`src/rtl/patan_pkg.sv`:
```
// patan_pkg: shared types and fixed-point constants for the atan2 pipeline
// no dependencies; imported by every rtl module of the block

`default_nettype none

package patan_pkg;

    // fraction bits of the internal ratio and polynomial terms
    localparam int FRAC_BITS = 16;
    // ratio lo/hi in Q1.16, 0 .. 65536
    localparam int RATIO_W = FRAC_BITS + 1;
    // product width used by every rounded multiply
    localparam int PROD_W = 34;
    // widths of the horner terms
    localparam int T1_W = 14;
    localparam int T3_W = 15;
    // folded angle before scaling, Q2.16 up to pi
    localparam int FOLD_W = 18;
    localparam int ANGLE_W = 16;
    localparam int QANG_W = 15;

    // quotient bits resolved in each divider stage
    localparam int DIV_STEP = 2;
    localparam int DIV_STAGES = (RATIO_W + DIV_STEP - 1) / DIV_STEP;

    localparam logic [PROD_W-1:0] RND_HALF = PROD_W'(1) << (FRAC_BITS - 1);

    localparam logic [RATIO_W-1:0] C7_Q16 = 17'd3047;
    localparam logic [RATIO_W-1:0] C5_Q16 = 17'd10441;
    localparam logic [RATIO_W-1:0] C3_Q16 = 17'd21471;
    localparam logic [RATIO_W-1:0] HALF_PI_Q16 = 17'd102944;
    localparam logic [FOLD_W-1:0] PI_Q16 = 18'd205887;
    localparam logic [FOLD_W:0] Q13_RND = 19'd4;

    // octant / quadrant bookkeeping that rides along with each request
    typedef struct packed {
        logic zero;
        logic swap;
        logic xneg;
        logic yneg;
    } patan_flags_t;

endpackage

`default_nettype wire

```
`src/rtl/polynomial_atan2.sv`:
```
// polynomial_atan2: four-quadrant arctangent, top level of the pipeline
// depends on patan_pkg, patan_div, patan_poly, patan_fold
//
//   channel   signals                           direction  width
//   request   in_valid, in_stall, y_coord,      in         COORD_WIDTH each coord
//             x_coord
//   result    out_valid, out_stall, angle       out        16, radians * 8192
//
// the pipeline has one prep stage, ceil(17/2) = 9 divider stages at two
// quotient bits each, five multiply stages of the horner chain, one fold stage
// sustained rate is one request per cycle while out_stall is low; every stage holds one request
// rst_n clears only the valid bits, data registers are left as they are
// a stall on the result side lets bubbles collapse first, so in_stall only
// rises once every stage is full and the result is being held

`default_nettype none

module polynomial_atan2 #(
    parameter int COORD_WIDTH = 16
) (
    input  wire logic                          clk,
    input  wire logic                          rst_n,
    input  wire logic                          in_valid,
    output logic                               in_stall,
    input  wire logic [COORD_WIDTH-1:0]        y_coord,
    input  wire logic [COORD_WIDTH-1:0]        x_coord,
    output logic                               out_valid,
    input  wire logic                          out_stall,
    output logic [patan_pkg::ANGLE_W-1:0]      angle
);
    import patan_pkg::*;

    // divider to polynomial
    logic               div_valid;
    logic               div_stall;
    logic [RATIO_W-1:0] div_ratio;
    patan_flags_t       div_flags;

    // polynomial to fold
    logic               poly_valid;
    logic               poly_stall;
    logic [RATIO_W-1:0] poly_val;
    patan_flags_t       poly_flags;

    // ratio = round(min * 2^16 / max), octant flags ride along
    patan_div #(
        .COORD_WIDTH (COORD_WIDTH)
    ) u_div (
        .clk       (clk),
        .rst_n     (rst_n),
        .in_valid  (in_valid),
        .in_stall  (in_stall),
        .y_coord   (y_coord),
        .x_coord   (x_coord),
        .out_valid (div_valid),
        .out_stall (div_stall),
        .ratio     (div_ratio),
        .flags     (div_flags)
    );

    // a - c3 a^3 + c5 a^5 - c7 a^7, one multiply per stage
    patan_poly u_poly (
        .clk       (clk),
        .rst_n     (rst_n),
        .in_valid  (div_valid),
        .in_stall  (div_stall),
        .ratio     (div_ratio),
        .in_flags  (div_flags),
        .out_valid (poly_valid),
        .out_stall (poly_stall),
        .poly      (poly_val),
        .out_flags (poly_flags)
    );

    // reflect around pi/2 and pi, round to q2.13, apply the sign of y
    patan_fold u_fold (
        .clk       (clk),
        .rst_n     (rst_n),
        .in_valid  (poly_valid),
        .in_stall  (poly_stall),
        .poly      (poly_val),
        .flags     (poly_flags),
        .out_valid (out_valid),
        .out_stall (out_stall),
        .angle     (angle)
    );

`ifndef SYNTHESIS
    // the angle never leaves [-pi, pi] in q2.13
    a_angle_range: assert property (@(posedge clk) disable iff (!rst_n)
        out_valid |-> ($signed(angle) <= 16'sd25736) && ($signed(angle) >= -16'sd25736))
        else $error("angle outside [-pi, pi]");

    // back pressure reaches the request side only through a held result
    a_stall_source: assert property (@(posedge clk) disable iff (!rst_n)
        in_stall |-> (out_valid && out_stall))
        else $error("request stalled without a held result");

    // a held result is still there in the next cycle
    a_result_kept: assert property (@(posedge clk) disable iff (!rst_n)
        (out_valid && out_stall) |=> out_valid)
        else $error("held result dropped");
`endif

endmodule

`default_nettype wire

```
`src/rtl/patan_div.sv`:
```
// patan_div: magnitude, octant sort and pipelined restoring divide of min by max
// depends on patan_pkg

`default_nettype none

module patan_div #(
    parameter int COORD_WIDTH = 16
) (
    input  wire logic                          clk,
    input  wire logic                          rst_n,
    input  wire logic                          in_valid,
    output logic                               in_stall,
    input  wire logic [COORD_WIDTH-1:0]        y_coord,
    input  wire logic [COORD_WIDTH-1:0]        x_coord,
    output logic                               out_valid,
    input  wire logic                          out_stall,
    output logic [patan_pkg::RATIO_W-1:0]      ratio,
    output patan_pkg::patan_flags_t            flags
);
    import patan_pkg::*;

    localparam int W = COORD_WIDTH;
    localparam int NW = COORD_WIDTH + FRAC_BITS + 1;
    localparam int NSTG = DIV_STAGES + 1;

    logic                v_reg    [NSTG];
    logic [W-1:0]        rem_reg  [NSTG];
    logic [RATIO_W-1:0]  num_reg  [NSTG];
    logic [RATIO_W-1:0]  quo_reg  [NSTG];
    logic [W-1:0]        hi_reg   [NSTG];
    patan_flags_t        flg_reg  [NSTG];

    logic [W-1:0]        rem_next [NSTG];
    logic [RATIO_W-1:0]  num_next [NSTG];
    logic [RATIO_W-1:0]  quo_next [NSTG];
    logic                en       [NSTG+1];

    // prep: magnitudes, sort, rounded numerator
    logic [W-1:0]  ay, ax, lo, hi;
    logic [NW-1:0] numer;
    patan_flags_t  flg_prep;

    always_comb
    begin
        flg_prep.yneg = y_coord[W-1];
        flg_prep.xneg = x_coord[W-1];
        ay = flg_prep.yneg ? (~y_coord + W'(1)) : y_coord;
        ax = flg_prep.xneg ? (~x_coord + W'(1)) : x_coord;
        flg_prep.swap = ay > ax;
        flg_prep.zero = (ay == '0) && (ax == '0);
        lo = flg_prep.swap ? ax : ay;
        hi = flg_prep.swap ? ay : ax;
        numer = (NW'(lo) << FRAC_BITS) + NW'(hi >> 1);
        rem_next[0] = numer[NW-1:RATIO_W];
        num_next[0] = numer[RATIO_W-1:0];
        quo_next[0] = '0;
    end

    // bubble-collapsing handshake down the chain
    assign en[NSTG] = !out_stall;
    genvar gi;
    generate
        for (gi = 0; gi < NSTG; gi++)
        begin : g_en
            assign en[gi] = !v_reg[gi] || en[gi+1];
        end
    endgenerate
    assign in_stall = !en[0];

    always_ff @(posedge clk or negedge rst_n)
    begin
        if (!rst_n)
        begin
            v_reg[0] <= 1'b0;
        end
        else if (en[0])
        begin
            v_reg[0] <= in_valid;
        end
    end

    always_ff @(posedge clk)
    begin
        if (en[0] && in_valid)
        begin
            rem_reg[0] <= rem_next[0];
            num_reg[0] <= num_next[0];
            quo_reg[0] <= quo_next[0];
            hi_reg[0]  <= hi;
            flg_reg[0] <= flg_prep;
        end
    end

    generate
        for (gi = 1; gi < NSTG; gi++)
        begin : g_stage
            always_comb
            begin
                logic [W:0]         sh;
                logic [W:0]         diff;
                logic [W-1:0]       rem;
                logic [RATIO_W-1:0] num;
                logic [RATIO_W-1:0] quo;
                sh = '0;
                diff = '0;
                rem = rem_reg[gi-1];
                num = num_reg[gi-1];
                quo = quo_reg[gi-1];
                for (int j = 0; j < DIV_STEP; j++)
                begin
                    if ((gi - 1) * DIV_STEP + j < RATIO_W)
                    begin
                        sh = {rem, num[RATIO_W-1]};
                        num = {num[RATIO_W-2:0], 1'b0};
                        diff = sh - {1'b0, hi_reg[gi-1]};
                        if (sh >= {1'b0, hi_reg[gi-1]})
                        begin
                            rem = diff[W-1:0];
                            quo = {quo[RATIO_W-2:0], 1'b1};
                        end
                        else
                        begin
                            rem = sh[W-1:0];
                            quo = {quo[RATIO_W-2:0], 1'b0};
                        end
                    end
                end
                rem_next[gi] = rem;
                num_next[gi] = num;
                quo_next[gi] = quo;
            end

            always_ff @(posedge clk or negedge rst_n)
            begin
                if (!rst_n)
                begin
                    v_reg[gi] <= 1'b0;
                end
                else if (en[gi])
                begin
                    v_reg[gi] <= v_reg[gi-1];
                end
            end

            always_ff @(posedge clk)
            begin
                if (en[gi] && v_reg[gi-1])
                begin
                    rem_reg[gi] <= rem_next[gi];
                    num_reg[gi] <= num_next[gi];
                    quo_reg[gi] <= quo_next[gi];
                    hi_reg[gi]  <= hi_reg[gi-1];
                    flg_reg[gi] <= flg_reg[gi-1];
                end
            end
        end
    endgenerate

    assign out_valid = v_reg[NSTG-1];
    assign ratio     = quo_reg[NSTG-1];
    assign flags     = flg_reg[NSTG-1];

endmodule

`default_nettype wire

```
`src/rtl/patan_poly.sv`:
```
// patan_poly: five-stage horner evaluation of the odd arctangent polynomial
// depends on patan_pkg

`default_nettype none

module patan_poly (
    input  wire logic                          clk,
    input  wire logic                          rst_n,
    input  wire logic                          in_valid,
    output logic                               in_stall,
    input  wire logic [patan_pkg::RATIO_W-1:0] ratio,
    input  wire patan_pkg::patan_flags_t       in_flags,
    output logic                               out_valid,
    input  wire logic                          out_stall,
    output logic [patan_pkg::RATIO_W-1:0]      poly,
    output patan_pkg::patan_flags_t            out_flags
);
    import patan_pkg::*;

    localparam int NSTG = 5;

    logic               v_reg   [NSTG];
    logic               en      [NSTG+1];
    logic [RATIO_W-1:0] a_reg   [NSTG];
    patan_flags_t       flg_reg [NSTG];

    logic [RATIO_W-1:0] s1_reg, s2_reg, s3_reg;
    logic [T1_W-1:0]    t1_reg;
    logic [T3_W-1:0]    t3_reg;
    logic [T3_W-1:0]    p_reg;
    logic [RATIO_W-1:0] r_reg;

    logic [PROD_W-1:0]  prod1, prod2, prod3, prod4, prod5;
    logic [RATIO_W-1:0] s1_next, t1_full, t3_full, r_full;
    logic [T1_W-1:0]    t1_next;
    logic [T3_W-1:0]    t3_next, p_next;

    assign en[NSTG] = !out_stall;
    genvar gi;
    generate
        for (gi = 0; gi < NSTG; gi++)
        begin : g_en
            assign en[gi] = !v_reg[gi] || en[gi+1];
        end
    endgenerate
    assign in_stall = !en[0];

    always_comb
    begin
        // s = a^2
        prod1 = PROD_W'(ratio) * PROD_W'(ratio) + RND_HALF;
        s1_next = prod1[FRAC_BITS+RATIO_W-1:FRAC_BITS];
        // t1 = c5 - c7 s
        prod2 = PROD_W'(C7_Q16) * PROD_W'(s1_reg) + RND_HALF;
        t1_full = C5_Q16 - prod2[FRAC_BITS+RATIO_W-1:FRAC_BITS];
        t1_next = t1_full[T1_W-1:0];
        // t3 = c3 - t1 s
        prod3 = PROD_W'(t1_reg) * PROD_W'(s2_reg) + RND_HALF;
        t3_full = C3_Q16 - prod3[FRAC_BITS+RATIO_W-1:FRAC_BITS];
        t3_next = t3_full[T3_W-1:0];
        // p = t3 s
        prod4 = PROD_W'(t3_reg) * PROD_W'(s3_reg) + RND_HALF;
        p_next = prod4[FRAC_BITS+T3_W-1:FRAC_BITS];
        // r = a - p a
        prod5 = PROD_W'(p_reg) * PROD_W'(a_reg[3]) + RND_HALF;
        r_full = a_reg[3] - prod5[FRAC_BITS+RATIO_W-1:FRAC_BITS];
    end

    always_ff @(posedge clk or negedge rst_n)
    begin
        if (!rst_n)
        begin
            for (int i = 0; i < NSTG; i++)
            begin
                v_reg[i] <= 1'b0;
            end
        end
        else
        begin
            if (en[0])
            begin
                v_reg[0] <= in_valid;
            end
            for (int i = 1; i < NSTG; i++)
            begin
                if (en[i])
                begin
                    v_reg[i] <= v_reg[i-1];
                end
            end
        end
    end

    always_ff @(posedge clk)
    begin
        if (en[0] && in_valid)
        begin
            a_reg[0]   <= ratio;
            flg_reg[0] <= in_flags;
            s1_reg     <= s1_next;
        end
        if (en[1] && v_reg[0])
        begin
            a_reg[1]   <= a_reg[0];
            flg_reg[1] <= flg_reg[0];
            s2_reg     <= s1_reg;
            t1_reg     <= t1_next;
        end
        if (en[2] && v_reg[1])
        begin
            a_reg[2]   <= a_reg[1];
            flg_reg[2] <= flg_reg[1];
            s3_reg     <= s2_reg;
            t3_reg     <= t3_next;
        end
        if (en[3] && v_reg[2])
        begin
            a_reg[3]   <= a_reg[2];
            flg_reg[3] <= flg_reg[2];
            p_reg      <= p_next;
        end
        if (en[4] && v_reg[3])
        begin
            a_reg[4]   <= a_reg[3];
            flg_reg[4] <= flg_reg[3];
            r_reg      <= r_full;
        end
    end

    assign out_valid = v_reg[NSTG-1];
    assign poly      = r_reg;
    assign out_flags = flg_reg[NSTG-1];

endmodule

`default_nettype wire

```
`src/rtl/patan_fold.sv`:
```
// patan_fold: octant and quadrant reflection, q2.13 rounding, output register
// depends on patan_pkg

`default_nettype none

module patan_fold (
    input  wire logic                          clk,
    input  wire logic                          rst_n,
    input  wire logic                          in_valid,
    output logic                               in_stall,
    input  wire logic [patan_pkg::RATIO_W-1:0] poly,
    input  wire patan_pkg::patan_flags_t       flags,
    output logic                               out_valid,
    input  wire logic                          out_stall,
    output logic [patan_pkg::ANGLE_W-1:0]      angle
);
    import patan_pkg::*;

    logic               v_reg;
    logic [ANGLE_W-1:0] angle_reg;
    logic [ANGLE_W-1:0] angle_next;
    logic               en;

    logic [RATIO_W-1:0] r1;
    logic [FOLD_W-1:0]  r2;
    logic [FOLD_W:0]    r2_rnd;
    logic [QANG_W-1:0]  q13;

    assign en = !v_reg || !out_stall;
    assign in_stall = !en;

    always_comb
    begin
        r1 = flags.swap ? (HALF_PI_Q16 - poly) : poly;
        r2 = flags.xneg ? (PI_Q16 - FOLD_W'(r1)) : FOLD_W'(r1);
        r2_rnd = {1'b0, r2} + Q13_RND;
        q13 = r2_rnd[FOLD_W-1:3];
        if (flags.zero)
        begin
            angle_next = '0;
        end
        else if (flags.yneg)
        begin
            angle_next = ANGLE_W'(0) - {1'b0, q13};
        end
        else
        begin
            angle_next = {1'b0, q13};
        end
    end

    always_ff @(posedge clk or negedge rst_n)
    begin
        if (!rst_n)
        begin
            v_reg <= 1'b0;
        end
        else if (en)
        begin
            v_reg <= in_valid;
        end
    end

    always_ff @(posedge clk)
    begin
        if (en && in_valid)
        begin
            angle_reg <= angle_next;
        end
    end

    assign out_valid = v_reg;
    assign angle     = angle_reg;

endmodule

`default_nettype wire
```
`config.mk`:
```
export PLATFORM = sky130hd
export DESIGN_NAME = polynomial_atan2
export DESIGN_NICKNAME = d
export VERILOG_FILES = /design/src/rtl/patan_pkg.sv /design/src/rtl/polynomial_atan2.sv /design/src/rtl/patan_div.sv /design/src/rtl/patan_poly.sv /design/src/rtl/patan_fold.sv
export SDC_FILE = /design/constraint.sdc
export NUM_CORES = 2
export LEC_CHECK = 0
export BUFFER_PORTS_ARGS = -buffer_cell sky130_fd_sc_hd__buf_2
export CAP_MARGIN = 0
export CORE_UTILIZATION = 62
export CTS_CLUSTER_DIAMETER = 50
export DETAILED_ROUTE_END_ITERATION = 8
export GPL_TIMING_DRIVEN = 0
export HOLD_SLACK_MARGIN = 0.15
export PLACE_DENSITY = 0.76
export SLEW_MARGIN = 20
export SYNTH_ARGS = -nofsm -noshare
export SYNTH_HDL_FRONTEND = slang
export SYNTH_HIERARCHICAL = 1
export SYNTH_SLANG_ARGS = --single-unit
export TNS_END_PERCENT = 5
```
`constraint.sdc`:
```
create_clock -name clk -period 10 [get_ports clk]
set_input_delay 0.5 -clock clk [delete_from_list [all_inputs] [get_ports clk]]
set_output_delay 0.5 -clock clk [all_outputs]
set_load 0.1 [all_outputs]
```
==> results by group <==
Layout
  • Fill cell count: between 9000 and 10000
  • Area growth, synth to finish: 7.51%
  • Multi-input combinational cell area: ~0.05 mm2
  • Flip-flop and latch area: between 0.015 and 0.02 mm2
  • Number of nets in the layout: between 9000 and 10000
  • # diodes: 0
  • Number of flip-flops in the largest register: about 140
  • Proportion of layout cells with a drive suffix above 1: around 6.6%

Setup path
  • Critical Path Source Type: flip-flop
  • CP dominant cell by count: sky130_fd_sc_hd__fa_1
  • Reg2Reg Setup Slack: 0.77 ns
  • Critical path start-end classification: flip-flop to flip-flop
  • Max FO, Critical Path: 10
  • Master of the slowest instance on the critical path: sky130_fd_sc_hd__edfxtp_1
  • Critical path data required time: 10.45 ns
  • Slowest Stage Delay on Critical Path: about 0.67 ns
  • Crit path DAT: just under 10 ns
  • Crit path capture type: flip-flop

Floorplan
  • Site row count: 126
  • Io pins: between 50 and 60
  • Die height: roughly 350 um
  • Starting utilization of the core area: between 60% and 70%
  • Total die area: ~0.12 mm2
  • Core area: between 0.1 and 0.15 mm2
  • Die width: approximately 350 um

Timing
  • Final number of setup-violating endpoints: 0
  • Number of pins with negative max-slew slack in the final report: 0
  • Highest clock rate: 108 MHz
  • Final setup skew: approximately 0.049 ns
  • Final worst path period need: 9.23 ns
  • Actual transition at the worst max-transition pin: between 0.9 and 1 ns
  • Hold Fails Final Rpt: 0
  • Final-layout setup total negative slack: 0 ns
  • Setup repair after global routing missed its margin: false
  • Final period util: 92.3%
  • Tightest slew margin relative to the limit: 37.8%

CTS
  • Clock transition at the registers of the reported paths: approximately 0.06 ns
  • CTS HTree Levels: 3
  • Max clock buf depth: 3
  • Count of clock tree sinks: 649
  • CTS tree: built
  • Total CTS buffers: between 80 and 90
  • Clock tree root driver cell: sky130_fd_sc_hd__clkbuf_16
  • Clock latency at the later pin of the worst-skew pair: slightly above 0.7 ns

Status
  • Result of the run: finished, final reports clean

Detailed routing
  • Total length of routed wires: between 150 and 200 mm
  • Post-detailed-route DRC marker count: 0
  • Vias: 52728
  • Drt first pass iters: 6
  • Via density: about 5.8
  • Number of nets still failing antenna checks after routing: 0
  • Final routed wire length divided by cell count: between 15 and 20 um
  • Number of DRC violations after detailed-routing iteration 0: 3331

Global routing
  • Gr usage total: ~30%
  • Vias in the first global route: 55354
  • Aggregate global routing overflow: 0
  • Largest net degree at the start of global routing: 54
  • Number of antenna violations at the first check in global routing: 1
  • First-pass GRT wire length: around 280 mm

Yosys
  • Synth async-reset ratio: between 2 and 2.5%
  • Area of the mapped netlist: 0.0746 mm2
  • Syn Inst Count: approximately 7300
  • Count of synthesis-stage warnings from yosys: 6
  • Unique cell type count in the Yosys netlist: 121
  • #FFs+latches synth: approximately 650
  • Share of the synthesized area in the top cell type: between 20% and 30%
  • Post-synthesis cell type with the largest combined area: sky130_fd_sc_hd__edfxtp_1
  • Sequential-to-total area share from yosys stat: a little over a quarter
  • Main area contributors after synthesis: sky130_fd_sc_hd__edfxtp_1, sky130_fd_sc_hd__fa_1, sky130_fd_sc_hd__ha_1
  • Post-Syn Nets: about 9000
  • Avg Synthesized Cell Area: ~10 um2
  • Most used flip-flop cell after synthesis: sky130_fd_sc_hd__edfxtp_1
  • Count of flip-flops with a built-in enable after synthesis: roughly 630

Place
  • Quantity of I/O buffers inserted on ports: between 50 and 60
  • Routability-driven placement congestion ratio: between 0.9 and 1
  • Post-detailed-placement half-perimeter wirelength: between 100 and 150 mm

Min path
  • Hold Path Class: input pin to flip-flop

Job
  • Max capacitance violation total: 0
[area by class of cell]
class / count / area share (%)
plain buffers: 197 / 1.02
clock buffers: 99 / 2.74
clock inverters: 60 / 0.962
inverters: 1278 / 5.98
multi-input cells: 5175 / 61.9
flip-flops and latches: 649 / 24.2
well taps: 1600 / 2.49
repair buffers: 69 / 0.691
[cells in the final DEF, fill, tap and decap left out, types with 19 or more instances in the layout]
cell / instances
sky130_fd_sc_hd__a211o_1: 22
sky130_fd_sc_hd__a211oi_1: 30
sky130_fd_sc_hd__a21o_1: 117
sky130_fd_sc_hd__a21oi_1: 269
sky130_fd_sc_hd__a31oi_1: 21
sky130_fd_sc_hd__and2_1: 370
sky130_fd_sc_hd__and3_1: 41
sky130_fd_sc_hd__buf_2: 68
sky130_fd_sc_hd__clkbuf_1: 178
sky130_fd_sc_hd__clkbuf_16: 86
sky130_fd_sc_hd__edfxtp_1: 633
sky130_fd_sc_hd__fa_1: 861
sky130_fd_sc_hd__ha_1: 839
sky130_fd_sc_hd__inv_1: 1275
sky130_fd_sc_hd__mux2_2: 155
sky130_fd_sc_hd__mux2i_1: 53
sky130_fd_sc_hd__nand2_1: 717
sky130_fd_sc_hd__nand2b_1: 62
sky130_fd_sc_hd__nand3_1: 80
sky130_fd_sc_hd__nand4_1: 67
sky130_fd_sc_hd__nor2_1: 252
sky130_fd_sc_hd__nor2b_1: 51
sky130_fd_sc_hd__nor3_1: 82
sky130_fd_sc_hd__nor4_1: 19
sky130_fd_sc_hd__o211ai_1: 20
sky130_fd_sc_hd__o21a_1: 65
sky130_fd_sc_hd__o21ai_0: 200
sky130_fd_sc_hd__o21bai_1: 29
sky130_fd_sc_hd__o31ai_1: 24
sky130_fd_sc_hd__or2_2: 29
sky130_fd_sc_hd__or3_1: 32
sky130_fd_sc_hd__xnor2_1: 236
sky130_fd_sc_hd__xor2_1: 136
[critical path, delay by kind of cell, from the launching register on]
family	cells	cell delay [ns]
compound gates	13	3.25
buf+inv	4	0.70
fa+ha+maj	8	3.62
simple gates	3	0.48
flops	1	0.67
xor+xnor	2	0.26
[cells by family after synthesis]
| group | Yosys count | share of synthesized area [%] |
|---|---|---|
| AND/OR/NAND/NOR | 1886 | 12.6 |
| buffers and inverters | 1475 | 7.52 |
| adder cells (fa/ha/maj) | 1701 | 37.2 |
| flip-flops | 649 | 26.0 |
| multiplexers | 218 | 3.24 |
| AO/OA/AOI/OAI | 993 | 9.00 |
| XOR/XNOR | 377 | 4.49 |
[final timing paths]
| path | start | end | cells after the start |
|---|---|---|---|
| worst max-delay path | u_poly/a_reg[0][62] | u_poly/poly[15] | 30 |
| worst min-delay path | y_coord[7] | u_div/hi_reg[0][7] | 3 |
| worst max register to register | u_poly/a_reg[0][62] | u_poly/poly[15] | 30 |
| worst min register to register | u_poly/a_reg[0][44] | u_poly/a_reg[0][61] | 0 |
| max in group asynchronous | rst_n | u_poly/v_reg[4] | 2 |
| min in group asynchronous | rst_n | u_div/v_reg[8] | 2 |
[cell usage after synthesis, types with 67 or more instances]
cell,n
sky130_fd_sc_hd__clkbuf_1,165
sky130_fd_sc_hd__mux2_2,155
sky130_fd_sc_hd__fa_1,861
sky130_fd_sc_hd__a21o_1,117
sky130_fd_sc_hd__o21ai_0,200
sky130_fd_sc_hd__xor2_1,136
sky130_fd_sc_hd__nand4_1,67
sky130_fd_sc_hd__a21oi_1,269
sky130_fd_sc_hd__ha_1,839
sky130_fd_sc_hd__edfxtp_1,633
sky130_fd_sc_hd__nor3_1,82
sky130_fd_sc_hd__inv_1,1275
sky130_fd_sc_hd__nand3_1,80
sky130_fd_sc_hd__and2_1,379
sky130_fd_sc_hd__nor2_1,252
sky130_fd_sc_hd__xnor2_1,236
sky130_fd_sc_hd__nand2_1,717
[repair_timing]
item                                    in CTS  in global routing
hold buffers                                 4                  0
buffers inserted                             0                  0
hold endpoints to repair                    19                  0
endpoints found under the setup margin       0                  1
resized for setup                            0                  1
[per-layer routing]
| metal | part of all wire (%) | up-vias | global-route usage, % |
|---|---|---|---|
| met3 | 5.4 | 477 | 3.65 |
| met1 | 39 | 25945 | 35.5 |
| met2 | 50 | 1705 | 52.5 |
| met4 | 4.9 | 0 | 13.8 |
| li1 | - | 24601 | - |
| met5 | 0 | - | 0 |
[through the flow]
step / utilization [%] / instances / worst slack [ns] / instance area, um2 / hold WS, ns
2_1_floorplan: - / 7299 / 2.21 / 74600 / 0.204
3_3_place_gp: 64.8 / 8952 / 0.910 / 76900 / 0.401
3_5_place_dp: 65.1 / 8964 / 0.653 / 77200 / 0.405
4_1_cts: 67.6 / 9127 / 0.622 / 80200 / 0.243
5_1_grt: 67.6 / 9127 / 0.239 / 80200 / 0.278
6_report: 67.6 / 9127 / 0.775 / 80200 / 0.290
Power is left out: the tool's default activity adds up to more than one toggle a clock period on the data nets, which glitch-free logic cannot reach.
